**config.mk**
```make
export PLATFORM = sky130hd
export DESIGN_NAME = supply_protection_sequencer_unit
export DESIGN_NICKNAME = d
export VERILOG_FILES = /design/src/rtl/spss_pkg.sv /design/src/rtl/spss_step.sv /design/src/rtl/supply_protection_sequencer_unit.sv
export SDC_FILE = /design/constraint.sdc
export NUM_CORES = 1
export LEC_CHECK = 0
export CAP_MARGIN = 30
export CORE_ASPECT_RATIO = 0.6
export CORE_MARGIN = 2
export CORE_UTILIZATION = 65
export CTS_CLUSTER_SIZE = 20
export DETAILED_ROUTE_END_ITERATION = 8
export DONT_BUFFER_PORTS = 1
export GPL_TIMING_DRIVEN = 0
export HOLD_SLACK_MARGIN = 0.05
export PLACE_DENSITY = 0.81
export SYNTH_ARGS = -nofsm -noshare
export SYNTH_HDL_FRONTEND = slang
export SYNTH_SLANG_ARGS = --single-unit
```
**constraint.sdc**
```tcl
create_clock -name clk -period 7.5 [get_ports clk]
set_input_delay 0.75 -clock clk [delete_from_list [all_inputs] [get_ports clk]]
set_output_delay 0.75 -clock clk [all_outputs]
set_load 0.01 [all_outputs]
```
**src/rtl/spss_pkg.sv**
```systemverilog
// Package for the supply protection sequencer.
// Holds payload, state and configuration types plus the debounce and ramp constants.
// No dependencies.
package spss_pkg;

	localparam logic [9:0]  DC_TICKS     = 10'd1000;
	localparam logic [6:0]  OTP_TICKS    = 7'd100;
	localparam logic [3:0]  HICCUP_TICKS = 4'd10;
	localparam logic [9:0]  INRUSH_TICKS = 10'd1000;
	localparam logic [7:0]  FAN_RUNON    = 8'd60;
	localparam logic [7:0]  FAN_CNT_MAX  = 8'd255;
	localparam logic [12:0] SP_CEIL      = 13'd4595;
	localparam logic [16:0] SP_CEIL_FX   = {SP_CEIL, 4'b0000};

	localparam int unsigned CFG_IDX_W  = 2;
	localparam int unsigned CFG_DATA_W = 12;
	localparam logic [11:0] CURRENT_STEP_RST = 12'd16;

	typedef enum logic [CFG_IDX_W-1:0] {
		REG_MODE_SEL      = 2'd0,
		REG_CURRENT_LIMIT = 2'd1,
		REG_VOLTAGE_LIMIT = 2'd2,
		REG_CURRENT_STEP  = 2'd3
	} cfg_reg_t;

	typedef struct packed {
		logic        mode_sel;
		logic [11:0] current_limit;
		logic [11:0] voltage_limit;
		logic [11:0] current_step;
	} cfg_t;

	typedef struct packed {
		logic dc_fault_pin;
		logic otp_pin;
		logic hiccup_pin;
		logic link_lost;
		logic tacho_fault;
		logic run_request;
		logic fan_tick;
	} item_t;

	typedef struct packed {
		logic        ac_relay_on;
		logic        fan_on;
		logic        pfc_on;
		logic        inrush_relay_on;
		logic        sputter_on;
		logic        run_led;
		logic        abnormal_led;
		logic        fan_flag;
		logic [2:0]  fault_flags;
		logic [12:0] current_dac;
		logic [12:0] voltage_dac;
	} result_t;

	typedef struct packed {
		logic ac;
		logic fan;
		logic pfc;
		logic inr;
		logic spt;
		logic run;
		logic abn;
		logic ffl;
	} drive_t;

	typedef struct packed {
		logic [9:0]  dc_count;
		logic [6:0]  otp_count;
		logic [3:0]  hiccup_count;
		logic [9:0]  inrush_count;
		logic [7:0]  fan_runon_cnt;
		logic        fan_running;
		logic        st_dc;
		logic        st_otp;
		logic        st_hic;
		logic        st_inr;
		logic [16:0] cur_sp;
		logic [12:0] volt_sp;
		drive_t      drv;
	} state_t;

endpackage

```
**src/rtl/spss_step.sv**
```systemverilog
// One control tick of the sequencer: next state and result from current state and item.
// Purely combinational; uses spss_pkg types and constants.
module spss_step import spss_pkg::*; (
	input  state_t  st,
	input  cfg_t    cfg,
	input  item_t   din,
	output state_t  nxt,
	output result_t dout
);

	function automatic state_t stage_off(input state_t s);
		state_t r;
		r         = s;
		r.drv.pfc = 1'b0;
		r.cur_sp  = '0;
		r.volt_sp = '0;
		r.drv.inr = 1'b0;
		r.drv.spt = 1'b0;
		r.drv.abn = 1'b1;
		r.drv.run = 1'b0;
		r.st_inr  = 1'b0;
		return r;
	endfunction

	function automatic state_t ramp(input state_t s, input cfg_t c);
		state_t      r;
		logic [16:0] lim;
		logic [16:0] step;
		logic [12:0] vlim;
		r    = s;
		lim  = {1'b0, c.current_limit, 4'b0000};
		step = {5'b0, c.current_step};
		vlim = {1'b0, c.voltage_limit};
		if (r.cur_sp < lim && r.cur_sp < SP_CEIL_FX) begin
			r.cur_sp = r.cur_sp + step;
		end
		if (r.cur_sp >= lim && r.cur_sp != '0) begin
			r.cur_sp = (r.cur_sp > step) ? r.cur_sp - step : '0;
		end
		if (r.volt_sp < vlim && r.volt_sp < SP_CEIL) begin
			r.volt_sp = r.volt_sp + 13'd1;
		end
		if (r.volt_sp >= vlim && r.volt_sp != '0) begin
			r.volt_sp = r.volt_sp - 13'd1;
		end
		return r;
	endfunction

	state_t s;
	logic   go;

	always_comb begin
		s  = st;
		go = !din.link_lost && din.run_request;

		if (s.fan_running && din.fan_tick && s.fan_runon_cnt != FAN_CNT_MAX) begin
			s.fan_runon_cnt = s.fan_runon_cnt + 8'd1;
		end

		// DC-OK: low means good at once, high debounces towards a fault
		if (din.dc_fault_pin) begin
			s.dc_count = s.dc_count + 10'd1;
			if (s.dc_count >= DC_TICKS) begin
				s.st_dc    = 1'b0;
				s.dc_count = DC_TICKS;
			end
		end else begin
			s.st_dc    = 1'b1;
			s.dc_count = '0;
		end

		if (!din.otp_pin) begin
			s.st_otp    = 1'b0;
			s.otp_count = '0;
		end else begin
			s.otp_count = s.otp_count + 7'd1;
			if (s.otp_count >= OTP_TICKS) begin
				s.st_otp    = 1'b1;
				s.otp_count = OTP_TICKS;
			end
		end

		// hiccup counts while the pin is low; a declared hiccup holds until the pin rises
		if (!din.hiccup_pin) begin
			if (cfg.mode_sel) begin
				s.hiccup_count = '0;
			end else begin
				s.hiccup_count = s.hiccup_count + 4'd1;
				if (s.hiccup_count >= HICCUP_TICKS) begin
					s.st_hic       = 1'b1;
					s.hiccup_count = HICCUP_TICKS;
					s.cur_sp       = '0;
					s.volt_sp      = '0;
				end
			end
		end else begin
			s.st_hic       = 1'b0;
			s.hiccup_count = '0;
		end

		if (go && !s.st_hic && !s.st_otp) begin
			s.drv.ac  = 1'b1;
			s.drv.fan = 1'b1;
			if (!din.tacho_fault) begin
				s.drv.pfc       = 1'b1;
				s.fan_running   = 1'b0;
				s.fan_runon_cnt = '0;
				if (s.st_dc) begin
					if (s.inrush_count < INRUSH_TICKS) begin
						s.inrush_count = s.inrush_count + 10'd1;
					end else begin
						s.inrush_count = INRUSH_TICKS;
						s.drv.inr      = 1'b1;
						s.st_inr       = 1'b1;
					end
					if (s.st_inr) begin
						s.drv.spt = 1'b1;
						s.drv.ffl = 1'b1;
						s.drv.run = 1'b1;
						s.drv.abn = 1'b0;
						s         = ramp(s, cfg);
					end
				end else begin
					s = stage_off(s);
				end
			end else begin
				s = stage_off(s);
			end
		end else if (go && s.st_hic && !s.st_otp) begin
			s.cur_sp  = '0;
			s.volt_sp = '0;
			s.drv.spt = 1'b0;
			s.drv.run = 1'b0;
		end else begin
			// shut down, keep the fan running on until the timer expires
			s.drv.spt      = 1'b0;
			s.drv.inr      = 1'b0;
			s.drv.pfc      = 1'b0;
			s.cur_sp       = '0;
			s.volt_sp      = '0;
			s.drv.run      = 1'b0;
			s.drv.abn      = 1'b0;
			s.drv.ac       = 1'b0;
			s.fan_running  = 1'b1;
			s.inrush_count = '0;
			s.st_inr       = 1'b0;
			if (s.fan_runon_cnt > FAN_RUNON) begin
				s.drv.fan       = 1'b0;
				s.fan_running   = 1'b0;
				s.fan_runon_cnt = '0;
			end
		end

		if (s.st_hic) begin
			s.drv.spt = 1'b0;
			s.drv.abn = 1'b1;
		end

		nxt                  = s;
		dout.ac_relay_on     = s.drv.ac;
		dout.fan_on          = s.drv.fan;
		dout.pfc_on          = s.drv.pfc;
		dout.inrush_relay_on = s.drv.inr;
		dout.sputter_on      = s.drv.spt;
		dout.run_led         = s.drv.run;
		dout.abnormal_led    = s.drv.abn;
		dout.fan_flag        = s.drv.ffl;
		dout.fault_flags     = {s.st_hic, s.st_otp, s.st_dc};
		dout.current_dac     = s.cur_sp[16:4];
		dout.voltage_dac     = s.volt_sp;
	end

endmodule

```
**src/rtl/supply_protection_sequencer_unit.sv**
```systemverilog
// Top level of the supply protection sequencer: input register, tick logic, result register.
// Depends on spss_pkg and spss_step.
//
//   channel   direction  handshake                 payload
//   item      in         item_valid / item_stall   item (item_t)
//   result    out        result_valid / result_stall  result (result_t)
//   cfg       in         cfg_we                    cfg_idx, cfg_wdata
//
// One tick per cycle while the result is not stalled; an item is taken into the input
// register, and its result follows from the state update into the result register.
// Reset clears all sequencer state and the drive levels and returns the configuration
// to its reset values.
// A stalled result holds the tick stage; the input register then stalls upstream.
module supply_protection_sequencer_unit import spss_pkg::*; (
	input  logic                  clk,
	input  logic                  arst_n,
	input  logic                  item_valid,
	output logic                  item_stall,
	input  item_t                 item,
	output logic                  result_valid,
	input  logic                  result_stall,
	output result_t               result,
	input  logic                  cfg_we,
	input  logic [CFG_IDX_W-1:0]  cfg_idx,
	input  logic [CFG_DATA_W-1:0] cfg_wdata
);

	cfg_t    cfg_q;
	item_t   item_s1;
	logic    valid_s1;
	state_t  state_q;
	state_t  state_nxt;
	result_t result_nxt;
	result_t result_q;
	logic    result_valid_q;
	logic    out_free;
	logic    advance;

	assign out_free     = !result_valid_q || !result_stall;
	assign advance      = valid_s1 && out_free;
	assign item_stall   = valid_s1 && !out_free;
	assign result_valid = result_valid_q;
	assign result       = result_q;

	always_ff @(posedge clk or negedge arst_n) begin
		if (!arst_n) begin
			cfg_q.mode_sel      <= 1'b0;
			cfg_q.current_limit <= '0;
			cfg_q.voltage_limit <= '0;
			cfg_q.current_step  <= CURRENT_STEP_RST;
		end else if (cfg_we) begin
			case (cfg_reg_t'(cfg_idx))
				REG_MODE_SEL:      cfg_q.mode_sel      <= cfg_wdata[0];
				REG_CURRENT_LIMIT: cfg_q.current_limit <= cfg_wdata;
				REG_VOLTAGE_LIMIT: cfg_q.voltage_limit <= cfg_wdata;
				REG_CURRENT_STEP:  cfg_q.current_step  <= cfg_wdata;
				default: ;
			endcase
		end
	end

	always_ff @(posedge clk or negedge arst_n) begin
		if (!arst_n) begin
			valid_s1 <= 1'b0;
		end else if (!item_stall) begin
			valid_s1 <= item_valid;
		end
	end

	always_ff @(posedge clk) begin
		if (item_valid && !item_stall) begin
			item_s1 <= item;
		end
	end

	spss_step u_step (
		.st   (state_q),
		.cfg  (cfg_q),
		.din  (item_s1),
		.nxt  (state_nxt),
		.dout (result_nxt)
	);

	// advance state only when the tick result has somewhere to go
	always_ff @(posedge clk or negedge arst_n) begin
		if (!arst_n) begin
			state_q        <= '0;
			result_valid_q <= 1'b0;
		end else begin
			if (advance) begin
				state_q <= state_nxt;
			end
			if (out_free) begin
				result_valid_q <= valid_s1;
			end
		end
	end

	always_ff @(posedge clk) begin
		if (advance) begin
			result_q <= result_nxt;
		end
	end

endmodule

```
; ---- Word level (Yosys, flattened, before mapping)
; Index checks and enable logic that the tools add are counted.
[word_totals]
out_inout_bits = 39
in_bits = 26
regBits = 165
elab_cells = 156
[op_classes]
muxes = 52
addsub = 9
n_eq_ne = 7
reduce_logical = 32
n_lt_le_gt_ge = 12
[op_table]
columns = operator, count
row1 = $mux 61, 2
row2 = $mux 17, 7
row3 = $mux 30, 3
row4 = $mux 13, 6
row5 = $mux 39, 1
row6 = $mux 19, 2
row7 = $mux 38, 1
row8 = $mux 10, 3
row9 = $add 10x1->10 const B, 2
row10 = $mux 1, 18
row11 = $add 17x12->17, 1
row12 = $ge 17x16->1, 1
row13 = $gt 17x12->1, 1
row14 = $lt 17x16->1, 1
row15 = $lt 17x17->1 const B, 1
row16 = $reduce_bool 17->1, 1
row17 = $sub 17x12->17, 1
row18 = $mux 4, 4
row19 = $logic_and 1x1->1, 14
row20 = $mux 7, 2
row21 = $add 13x1->13 const B, 1
row22 = $ge 13x12->1, 1
row23 = $lt 13x12->1, 1
row24 = $lt 13x13->1 const B, 1
row25 = other kinds (24), 36

; ---- Longest topological paths before layout
; Gate-level depths: netlist (run 1).
[logic_depth]
word_depth = 21
depth_mapped = 31
ltp_nobuf = 27

; ---- Modules after synthesis
; A second synthesis (run 1) with hierarchy kept.
[hier_totals]
cells_unflattened = 1219
area_unflattened_um2 = 12284.3
[modules_own_cells]
columns = mod, cells_each, n_inst, area_per_inst_um2, seq_area_each_um2
row1 = supply_protection_sequencer_unit, 306, 1, 6207.2, 4350.4
row2 = spss_step, 913, 1, 6077.1, 0.0

; ---- Worst setup path before layout (run 1)
; No wires, ideal clock.
[synth_path]
kind = flip-flop to flip-flop
startpoint = register state_q[61] in the netlist's numbering
endpoint = register result_q, in the netlist result[8] (data pin)
synth_period_minus_slack_ps = 6396
required_ps = 7331
setup_time_ps = 169
n_path_buf = 4
setup_slack_ps = 1104
arrival_ps = 6227
stages_incl_launch_ff = 26
cell_sequence = dfrtp_1 > ha_1 > nor2b_1 > a211o_1 > or2_1 > buf_2 > clkbuf_1 > clkbuf_1 > and2_1 > ha_1 > a21o_1 > a31o_2 > o21ai_0 > o211ai_1 > clkbuf_1 > or3_1 > a21oi_1 > ha_1 > and3_1 > a221oi_1 > o21ai_0 > a211oi_1 > a21oi_1 > o2111a_1 > a2111o_1 > o31ai_1
[synth_rtl]
columns = item, line
row1 = from (decl), supply_protection_sequencer_unit.sv:31  ; state_t state_q;
row2 = from (signal assigned), supply_protection_sequencer_unit.sv:91  ; state_q <= state_nxt;
row3 = to (signal assigned), supply_protection_sequencer_unit.sv:101  ; result_q <= result_nxt;
row4 = to (decl), supply_protection_sequencer_unit.sv:34  ; result_t result_q;

==> results.sh, run 1 <==
export IMPL_run_status="completed"
export IMPL_wirelength_um=35400
export IMPL_timing_rr_end="result[19]$_DFFE_PP_"
export IMPL_worstMarginPinSlew_ns=0.910
export IMPL_die_w_um=177
export IMPL_clock_root_buffer="clkbuf_16"
export IMPL_wl_met1_um=16400
export IMPL_gr_total_overflow=0
export IMPL_worstSetupStartpointType="flip-flop"
export IMPL_wl_met2_um=14200
export IMPL_die_h_um=108
export IMPL_fmax_ghz=0.138
export IMPL_nNetsFinal=1426
export IMPL_regArea_sq_um=4350
export IMPL_drc=0
export IMPL_die_area_sq_um=19000
export IMPL_skew_ns=0.0160
export IMPL_critical_path_required_ns=7.79
export IMPL_num_rows=37
export IMPL_cts_buffer_depth=2
export IMPL_slowest_stage="o41ai_4"
export IMPL_cts_made_buffers=17
export IMPL_detail_route_first_pass_iterations=6
export IMPL_dp_hpwl_um=26600
export IMPL_fin_crit_sh=0.965
export IMPL_ir_drop_v=0.000157
export IMPL_clk_pin_slew_ns=0.07
export IMPL_synth_seq_area_share=0.374
export IMPL_path_max_fanout=10
export IMPL_seqPwrFrac=0.391
export IMPL_final_util=0.733
export IMPL_end_kind="flip-flop"
export IMPL_track_usage=0.382
export IMPL_hold_violations=0
export IMPL_vias_per_cell=6.80
export IMPL_grt_first_pass_wirelength_um=55200
export IMPL_drive_above_1_share=0.101
export IMPL_cp_data_arrival_time_ns=7.53
export IMPL_min_period_ns=7.24
export IMPL_yosys_warnings=0
export IMPL_ys_ff_latch=165
export IMPL_synth_net_count=1401
export IMPL_crit_path_max_incr_delay_ns=0.54
export IMPL_netlist_area_sq_um=11600
export IMPL_max_slew_margin=0.388
export IMPL_htree_levels=4
export IMPL_worstSetupPathType="reg2reg"
export IMPL_r2r_start="state_q[61]$_DFFE_PN0P_"
export IMPL_ys_types=82
export IMPL_layout_common_cells="nand2_1 (147), dfrtp_1 (120), o21ai_0 (94)"
export IMPL_r2r_setup_slack_ns=0.26
export IMPL_antenna_found_initial=4
export IMPL_area_delta_synth_final_pct=9.20
export IMPL_p_leak_nw=5.60
export IMPL_rsz0062_at_grt="no"
export IMPL_switching_share=0.341
export IMPL_grt_pass1_vias=9846
export IMPL_start_util=0.671
export IMPL_synth_edf_count=44
export IMPL_routedWlPerCell_um=22.6
export IMPL_holdCritPathClass="in2async"
export IMPL_p_clk_frac=0.340
export IMPL_synthCells=1294
export IMPL_power_density_nw_per_um2=218
export IMPL_wl_met3_um=4220
export IMPL_cts_tree="built"
export IMPL_core_area_sq_um=17300
export IMPL_synth_avg_cell_area_sq_um=8.98
export IMPL_drtAntennaViolNets=0
export IMPL_pwr_share_comb=0.269
export IMPL_tritoncts_num_sinks=165
export IMPL_fin_ws_ns=0.263
export IMPL_vias=10654
export IMPL_ys_flop_type="dfrtp_1"
export IMPL_pre_cts_ws_ns=-0.561
export IMPL_internal_power_w=0.00182
export IMPL_insertion_delay_ns=0.46
export IMPL_io_pins=65
export IMPL_final_common_cell="nand2_1"
export IMPL_grt_max_degree=121
export IMPL_switchingPower_w=0.000941
export IMPL_fill_cells=1279
export IMPL_report_final_slew_viol_count=0
export IMPL_tns_ns=0
export IMPL_gp_congestion=1.01
export IMPL_crit_top_cell="a21oi_1"
export IMPL_finalSetupViolCount=0
export IMPL_cap_viol_max_count=0
export IMPL_drtIter0Drc=1497
export IMPL_multi_input_area_sq_um=6860
export IMPL_maxUsedRoutingLayer="met4"
export IMPL_ff2ff_path_depth=28
export IMPL_synthArstFlopShare=0.733
export IMPL_port_buffers=0
-- logic make-up after synthesis --
kind of cell,share of synthesized area
buf+inv,0.0412
flops,0.374
simple gates,0.191
mux,0.0587
fa+ha+maj,0.0885
compound gates,0.210
xor+xnor,0.0361
-- power by group through the flow --
stage,combinational [W],clock [W],sequential (W)
CTS,0.000708,0.000935,0.00108
global route,0.000812,0.000973,0.00109
detailed placement,0.000683,0,0.00109
global placement,0.000660,0,0.00109
floorplan,0.000523,0,0.00107
finish,0.000741,0.000938,0.00108
-- critical path: cells and delay by family, from the launching register on --
family          cells  cell delay, ns
simple gates        7            1.41
xor+xnor            1            0.15
flops               1            0.43
buf+inv             5            0.88
compound gates     10            2.65
mux                 1            0.29
fa+ha+maj           4            1.27
-- through the flow --
stage                     hold WS (ns)  std cells  power [W]  instance area (sq um)
after floorplan                  0.426       1294    0.00160                  11600
after global placement           0.456       1528    0.00175                  11900
after detailed placement         0.457       1530    0.00178                  11900
after CTS                        0.128       1563    0.00272                  12600
after global routing             0.125       1566    0.00287                  12700
final                            0.132       1567    0.00276                  12700
-- cell usage after synthesis, drive strengths merged, types with 5 or more instances --
cell type,count,area share
o2111ai,5,0.0038
nand4,11,0.0059
a21boi,5,0.0032
xor2,14,0.011
clkbuf,37,0.012
and4,10,0.0075
mux2,46,0.045
buf,12,0.0054
a21o,21,0.014
ha,79,0.085
or4,8,0.0052
a21oi,81,0.035
nand2,149,0.048
o31ai,23,0.015
o21a,15,0.0097
edfxtp,44,0.11
nor3,24,0.010
o211ai,12,0.0078
nand2b,17,0.0092
nor2,82,0.026
or2,7,0.0038
and2,24,0.013
a41oi,7,0.0053
o211a,5,0.0043
a211oi,22,0.016
xnor2,33,0.026
or3,11,0.0059
dfrtp,120,0.26
mux2i,16,0.014
nand3b,6,0.0039
a2111oi,6,0.0052
and3,15,0.0081
nor2b,15,0.0081
inv,74,0.024
o21ai,106,0.046
nand3,45,0.019
a22o,7,0.0053
a31oi,15,0.0081
nor4,6,0.0032
-- area by class of cell --
cell class / count / share of cell area
Buffer: 49 / 0.0176
Clock buffer: 18 / 0.0355
Antenna cell: 1 / 0.000197
Tap cell: 234 / 0.0231
Timing Repair Buffer: 6 / 0.00592
Multi-Input combinational cell: 1006 / 0.541
Clock inverter: 14 / 0.0123
Sequential cell: 165 / 0.343
Inverter: 74 / 0.0219
-- per-layer routing --
metal | GRT usage | vias up
met1 | 0.589 | 5150
met5 | 0 | -
met3 | 0.113 | 51
met2 | 0.522 | 643
met4 | 0.0874 | 0
li1 | - | 4810
-- registers in the layout, summed over array words and instances (netlist names) --
| register | cells |
|---|---|
| cfg_q | 37 |
| item_s1 | 7 |
| result | 37 |
| result_valid | 1 |
| state_q | 82 |
| valid_s1 | 1 |
-- how the worst max path moves through the flow --
stage / depth (start not counted) / slack [ns] / to / startpoint
5_1_grt: 28 / 0.02 / result[21]$_DFFE_PP_ / state_q[61]$_DFFE_PN0P_
6_report: 28 / 0.26 / result[19]$_DFFE_PP_ / state_q[61]$_DFFE_PN0P_
4_1_cts: 25 / 0.005 / result[1]$_DFFE_PP_ / state_q[61]$_DFFE_PN0P_
2_1_floorplan: 25 / 1.10 / result[8]$_DFFE_PP_ / state_q[61]$_DFFE_PN0P_
3_5_place_dp: 29 / -0.56 / result[25]$_DFFE_PP_ / state_q[61]$_DFFE_PN0P_
3_3_place_gp: 25 / -0.64 / result[8]$_DFFE_PP_ / state_q[61]$_DFFE_PN0P_
-- timing repair --
action / in CTS / in global routing
pin swaps: 1 / 2
setup endpoints to repair: 48 / 52
endpoints found under the hold margin: 120 / 0
setup buffers: 0 / 3
resized for setup: 7 / 30
hold buffers: 1 / 0
gates cloned: 0 / 0
No activity file was read; power rests on OpenSTA's default activity.
==> run 2, diff against run 1 <==
- MAX_ROUTING_LAYER: unset -> met4
==> run 2 against run 1 <==
Sequential cell count is the same; final cell count is essentially flat; worst hold slack gained 0.0046 ns; first-iteration DRC count grew 3.3%; non-clock buffer count is the same; clock-buffer cell count grew 4; design area shrank 0.21%; combinational power grew 2%; critical path depth shrank 2; wire length grew 1.2%; critical path type unchanged; critical endpoint is now result[21]$_DFFE_PP_.
==> results.sh, run 2 (same netlist as run 1, synthesis figures left out) <==
export IMPL_dp_hpwl_um=26700
export IMPL_die_h_um=108
export IMPL_cap_viol_max_count=0
export IMPL_track_usage=0.398
export IMPL_report_final_slew_viol_count=0
export IMPL_nNetsFinal=1426
export IMPL_worstSetupStartpointType="flip-flop"
export IMPL_gr_total_overflow=0
export IMPL_worstMarginPinSlew_ns=0.977
export IMPL_min_period_ns=7.36
export IMPL_antenna_found_initial=4
export IMPL_grt_first_pass_wirelength_um=55600
export IMPL_cts_tree="built"
export IMPL_layout_common_cells="nand2_1 (147), dfrtp_1 (120), o21ai_0 (94)"
export IMPL_max_slew_margin=0.343
export IMPL_run_status="completed"
export IMPL_io_pins=65
export IMPL_die_area_sq_um=19000
export IMPL_final_common_cell="nand2_1"
export IMPL_worstSetupPathType="reg2reg"
export IMPL_crit_path_max_incr_delay_ns=0.49
export IMPL_cts_buffer_depth=2
export IMPL_routedWlPerCell_um=22.8
export IMPL_drtIter0Drc=1546
export IMPL_tritoncts_num_sinks=165
export IMPL_end_kind="flip-flop"
export IMPL_drtAntennaViolNets=0
export IMPL_slowest_stage="o41ai_4"
export IMPL_largest_register_ffs=82
export IMPL_drive_above_1_share=0.101
export IMPL_crit_buf_inv=4
export IMPL_vias_per_cell=6.90
export IMPL_num_rows=37
export IMPL_die_w_um=177
export IMPL_htree_levels=4
export IMPL_dp_cells=1530
export IMPL_power_w=0.00273
export IMPL_crit_family="compound AO/OA/AOI/OAI gates"
export IMPL_path_max_fanout=10
export IMPL_core_area_sq_um=17300
export IMPL_grt_pass1_vias=10087
export IMPL_fin_crit_sh=0.982
export IMPL_start_util=0.671
export IMPL_area_delta_synth_final_pct=8.97
export IMPL_holdCritPathClass="in2async"
export IMPL_instances_no_fill=1568
export IMPL_finalSetupViolCount=0
export IMPL_critical_path_required_ns=7.66
export IMPL_gp_congestion=1.01
export IMPL_port_buffers=0
export IMPL_detail_route_first_pass_iterations=5
export IMPL_top_register="state_q"
export IMPL_cts_made_buffers=17
export IMPL_cp_data_arrival_time_ns=7.52
export IMPL_drc=0
export IMPL_wirelength_um=35800
export IMPL_hold_violations=0
export IMPL_insertion_delay_ns=0.45
export IMPL_fmax_ghz=0.136
export IMPL_p_leak_nw=5.56
export IMPL_tns_ns=0
export IMPL_clock_root_buffer="clkbuf_16"
export IMPL_skew_ns=0.00977
export IMPL_crit_top_cell="a21oi_1"
export IMPL_power_density_nw_per_um2=216
export IMPL_grt_max_degree=121
export IMPL_clk_pin_slew_ns=0.07
export IMPL_ir_drop_v=0.000154
export IMPL_vias=10819
-- run 2: cell count changes in the layout (fill, tap and decap cells not counted), moves of 3 or more --
cell        before  now
inv_6            8    2
clkbuf_1        31   35
buf_2            7   10
clkinvlp_4       0    3
-- run 2: worst paths after layout --
path / startpoint / endpoint / slack (ns) / depth (start not counted)
setup / recovery: state_q[61]$_DFFE_PN0P_ / result[21]$_DFFE_PP_ / 0.14 / 26
hold / removal: arst_n / cfg_q[4]$_DFFE_PN1P_ / 0.14 / 0
setup reg to reg: state_q[61]$_DFFE_PN0P_ / result[21]$_DFFE_PP_ / 0.14 / 26
hold reg to reg: state_q[30]$_DFFE_PN0P_ / state_q[30]$_DFFE_PN0P_ / 0.49 / 2
max in group asynchronous: arst_n / state_q[65]$_DFFE_PN0P_ / 6.73 / 1
min in group clk: item[6] / item_s1[6]$_DFFE_PP_ / 0.40 / 0
-- run 2: cell type report --
class / count / area (sq um)
clock buffer: 22 / 454
tap: 234 / 293
sequential: 165 / 4350
fill: 1322 / 4650
antenna: 2 / 5.00
multi-input combinational: 1006 / 6870
clock inverter: 10 / 123
timing repair buffer: 6 / 72.6
inverter: 74 / 278
buffer: 49 / 215
-- run 2: metrics by stage --
| step | setup WS (ns) | hold slack [ns] | cell area (sq um) | util |
|---|---|---|---|---|
| 3_3_place_gp | -0.667 | 0.451 | 11900 | 0.688 |
| 6_report | 0.138 | 0.137 | 12700 | 0.731 |
| 3_5_place_dp | -0.484 | 0.457 | 11900 | 0.689 |
| 5_1_grt | -0.0728 | 0.127 | 12700 | 0.731 |
| 4_1_cts | 0.000894 | 0.127 | 12600 | 0.726 |
| 2_1_floorplan | 1.10 | 0.426 | 11600 | - |
-- run 2: where the power goes --
group	internal, W	switching [W]	total (W)
Sequential	0.00101	0.0000769	0.00108
Clock	0.000502	0.000392	0.000893
Combinational	0.000293	0.000463	0.000756
-- run 2: layer usage --
layer / vias up / wire length [um] / global-route usage
li1: 4827 / - / -
met1: 5234 / 15900 / 0.587
met2: 689 / 14400 / 0.524
met3: 69 / 4880 / 0.127
met4: 0 / 627 / 0.102
met5: - / 0 / -
-- run 2: timing repair --
item / 4_1_cts / 5_1_grt
buffers inserted: 0 / 2
hold buffers: 1 / 0
setup endpoints to repair: 38 / 47
endpoints found under the hold margin: 120 / 0
pin swaps: 1 / 2
gates resized for setup: 8 / 27
cloned: 0 / 0
==> run 3, diff against run 2 <==
- GPL_TIMING_DRIVEN: 0 -> unset
- REMOVE_ABC_BUFFERS: unset -> 1
- SKIP_LAST_GASP: unset -> 1
==> run 3 against run 2 <==
Critical path depth is 2 lower; utilization is 0.63 points lower; global-route usage is 1.1 points lower; die area stayed put; non-clock buffer count is 30 lower; first-iteration DRC count is 2.3% higher; worst hold slack worse by 0.0030 ns; worst setup slack better by 0.24 ns; power is 0.27% lower.
==> results.sh, run 3 (same netlist as run 1, synthesis figures left out) <==
export IMPL_run_status="completed"
export IMPL_nNetsFinal=1396
export IMPL_wirelength_um=34800
export IMPL_drtAntennaViolNets=0
export IMPL_core_area_sq_um=17300
export IMPL_vias_per_cell=6.80
export IMPL_critical_path_required_ns=7.76
export IMPL_dp_hpwl_um=25000
export IMPL_instances_no_fill=1536
export IMPL_rsz0062_at_grt="no"
export IMPL_p_leak_nw=5.58
export IMPL_dp_cells=1500
export IMPL_die_h_um=108
export IMPL_min_period_ns=7.12
export IMPL_die_w_um=177
export IMPL_grt_first_pass_wirelength_um=53800
export IMPL_grt_pass1_vias=9411
export IMPL_start_util=0.671
export IMPL_fin_crit_sh=0.950
export IMPL_drtIter0Drc=1581
export IMPL_antenna_found_initial=0
export IMPL_gp_congestion=1.05
export IMPL_whs_ns=0.134
export IMPL_routedWlPerCell_um=22.6
export IMPL_clock_root_buffer="clkbuf_16"
export IMPL_path_max_fanout=27
export IMPL_area_delta_synth_final_pct=8.03
export IMPL_crit_family="compound AO/OA/AOI/OAI gates"
export IMPL_die_area_sq_um=19000
export IMPL_worstMarginPinSlew_ns=0.918
export IMPL_crit_chain="ha_1 -> nor2b_1 -> a211o_1 -> or2_2 -> and2_1 -> ha_1 -> and4_1 -> nand2b_1 -> o21ai_0 -> o41ai_4 -> nand2_1 -> mux2i_1 -> ha_1 -> inv_1 -> fa_1 -> a21o_1 -> a21oi_1 -> o21ai_0 -> a21oi_1 -> a2bb2oi_1 -> a21oi_1 -> nand4b_2 -> mux2i_1 -> a211oi_1"
export IMPL_antennaDiodeCount=0
export IMPL_worstSetupStartpointType="flip-flop"
export IMPL_tritoncts_num_sinks=165
export IMPL_final_util=0.725
export IMPL_tns_ns=0
export IMPL_htree_levels=4
export IMPL_crit_buf_inv=1
export IMPL_num_rows=37
export IMPL_clk_pin_slew_ns=0.07
export IMPL_finalSetupViolCount=0
export IMPL_cts_made_buffers=17
export IMPL_crit_path_max_incr_delay_ns=0.54
export IMPL_holdCritPathClass="in2async"
export IMPL_grt_max_degree=121
export IMPL_detail_route_first_pass_iterations=6
export IMPL_largest_register_ffs=82
export IMPL_skew_ns=0.0148
export IMPL_ir_drop_v=0.000261
export IMPL_final_common_cell="nand2_1"
export IMPL_end_kind="flip-flop"
export IMPL_fmax_ghz=0.140
export IMPL_insertion_delay_ns=0.45
export IMPL_worstSetupPathType="reg2reg"
export IMPL_slowest_stage="or2_2"
export IMPL_cp_data_arrival_time_ns=7.39
export IMPL_drc=0
export IMPL_top_register="state_q"
export IMPL_vias=10452
export IMPL_port_buffers=0
export IMPL_cts_buffer_depth=2
export IMPL_layout_common_cells="nand2_1 (148), dfrtp_1 (120), o21ai_0 (99)"
export IMPL_drive_above_1_share=0.101
export IMPL_report_final_slew_viol_count=0
export IMPL_hold_violations=0
export IMPL_cts_tree="built"
export IMPL_track_usage=0.388
export IMPL_gr_total_overflow=0
export IMPL_io_pins=65
export IMPL_cap_viol_max_count=0
export IMPL_power_density_nw_per_um2=217
export IMPL_max_slew_margin=0.382
-- run 3: power breakdown --
part	internal, W	total (W)	switching [W]	leakage, nW
registers	0.00101	0.00109	0.0000856	2.01
logic	0.000286	0.000745	0.000459	3.29
clock network	0.000485	0.000888	0.000404	0.289
total	0.00178	0.00273	0.000948	5.58
-- run 3: worst paths after layout --
check / startpoint / to / slack, ns / cells past startpoint
worst max register to register: state_q[61]$_DFFE_PN0P_ / result[23]$_DFFE_PP_ / 0.38 / 24
worst min-delay path: arst_n / cfg_q[4]$_DFFE_PN1P_ / 0.13 / 0
worst max-delay path: state_q[61]$_DFFE_PN0P_ / result[23]$_DFFE_PP_ / 0.38 / 24
min in group clk: item[6] / item_s1[6]$_DFFE_PP_ / 0.40 / 0
max in group asynchronous: arst_n / cfg_q[11]$_DFFE_PN0P_ / 6.73 / 1
worst min register to register: state_q[5]$_DFFE_PN0P_ / state_q[5]$_DFFE_PN0P_ / 0.48 / 2
-- run 3: repair_timing --
action | in CTS | in global routing
buffers inserted | 0 | 1
hold endpoints to repair | 120 | 0
resized for setup | 0 | 2
hold buffers | 1 | 0
endpoints found under the setup margin | 0 | 28
-- run 3: layout make-up --
type                    count  area (sq um)
multi-input cells        1006          6810
fillers                  1309          4760
flip-flops and latches    165          4350
clock buffers              18           450
well taps                 234           293
inverters                  74           278
repair buffers             25           235
clock inverters            14           133
-- run 3: worst reg2reg max path, delay by kind of cell, from the launching register on --
family	cells	cell delay [ns]
AO/OA/AOI/OAI	10	2.68
flip-flops	1	0.44
AND/OR/NAND/NOR	7	1.91
adder cells (fa/ha/maj)	4	1.34
multiplexers	2	0.51
buffers and inverters	1	0.07
-- run 3: metrics by stage --
stage | setup WS, ns | instance area, sq um | total power [W]
global placement | 0.463 | 11900 | 0.00177
detailed placement | 0.283 | 11900 | 0.00179
CTS | 0.210 | 12500 | 0.00270
finish | 0.376 | 12600 | 0.00273
floorplan | 1.06 | 11400 | 0.00159
global route | 0.0915 | 12600 | 0.00285
-- run 3: routing by layer --
| layer | track usage | part of all wire | up-vias |
|---|---|---|---|
| met4 | 0.0850 | 0.016 | 0 |
| li1 | - | - | 4759 |
| met5 | - | 0 | - |
| met3 | 0.164 | 0.15 | 61 |
| met2 | 0.487 | 0.39 | 633 |
| met1 | 0.568 | 0.44 | 4999 |
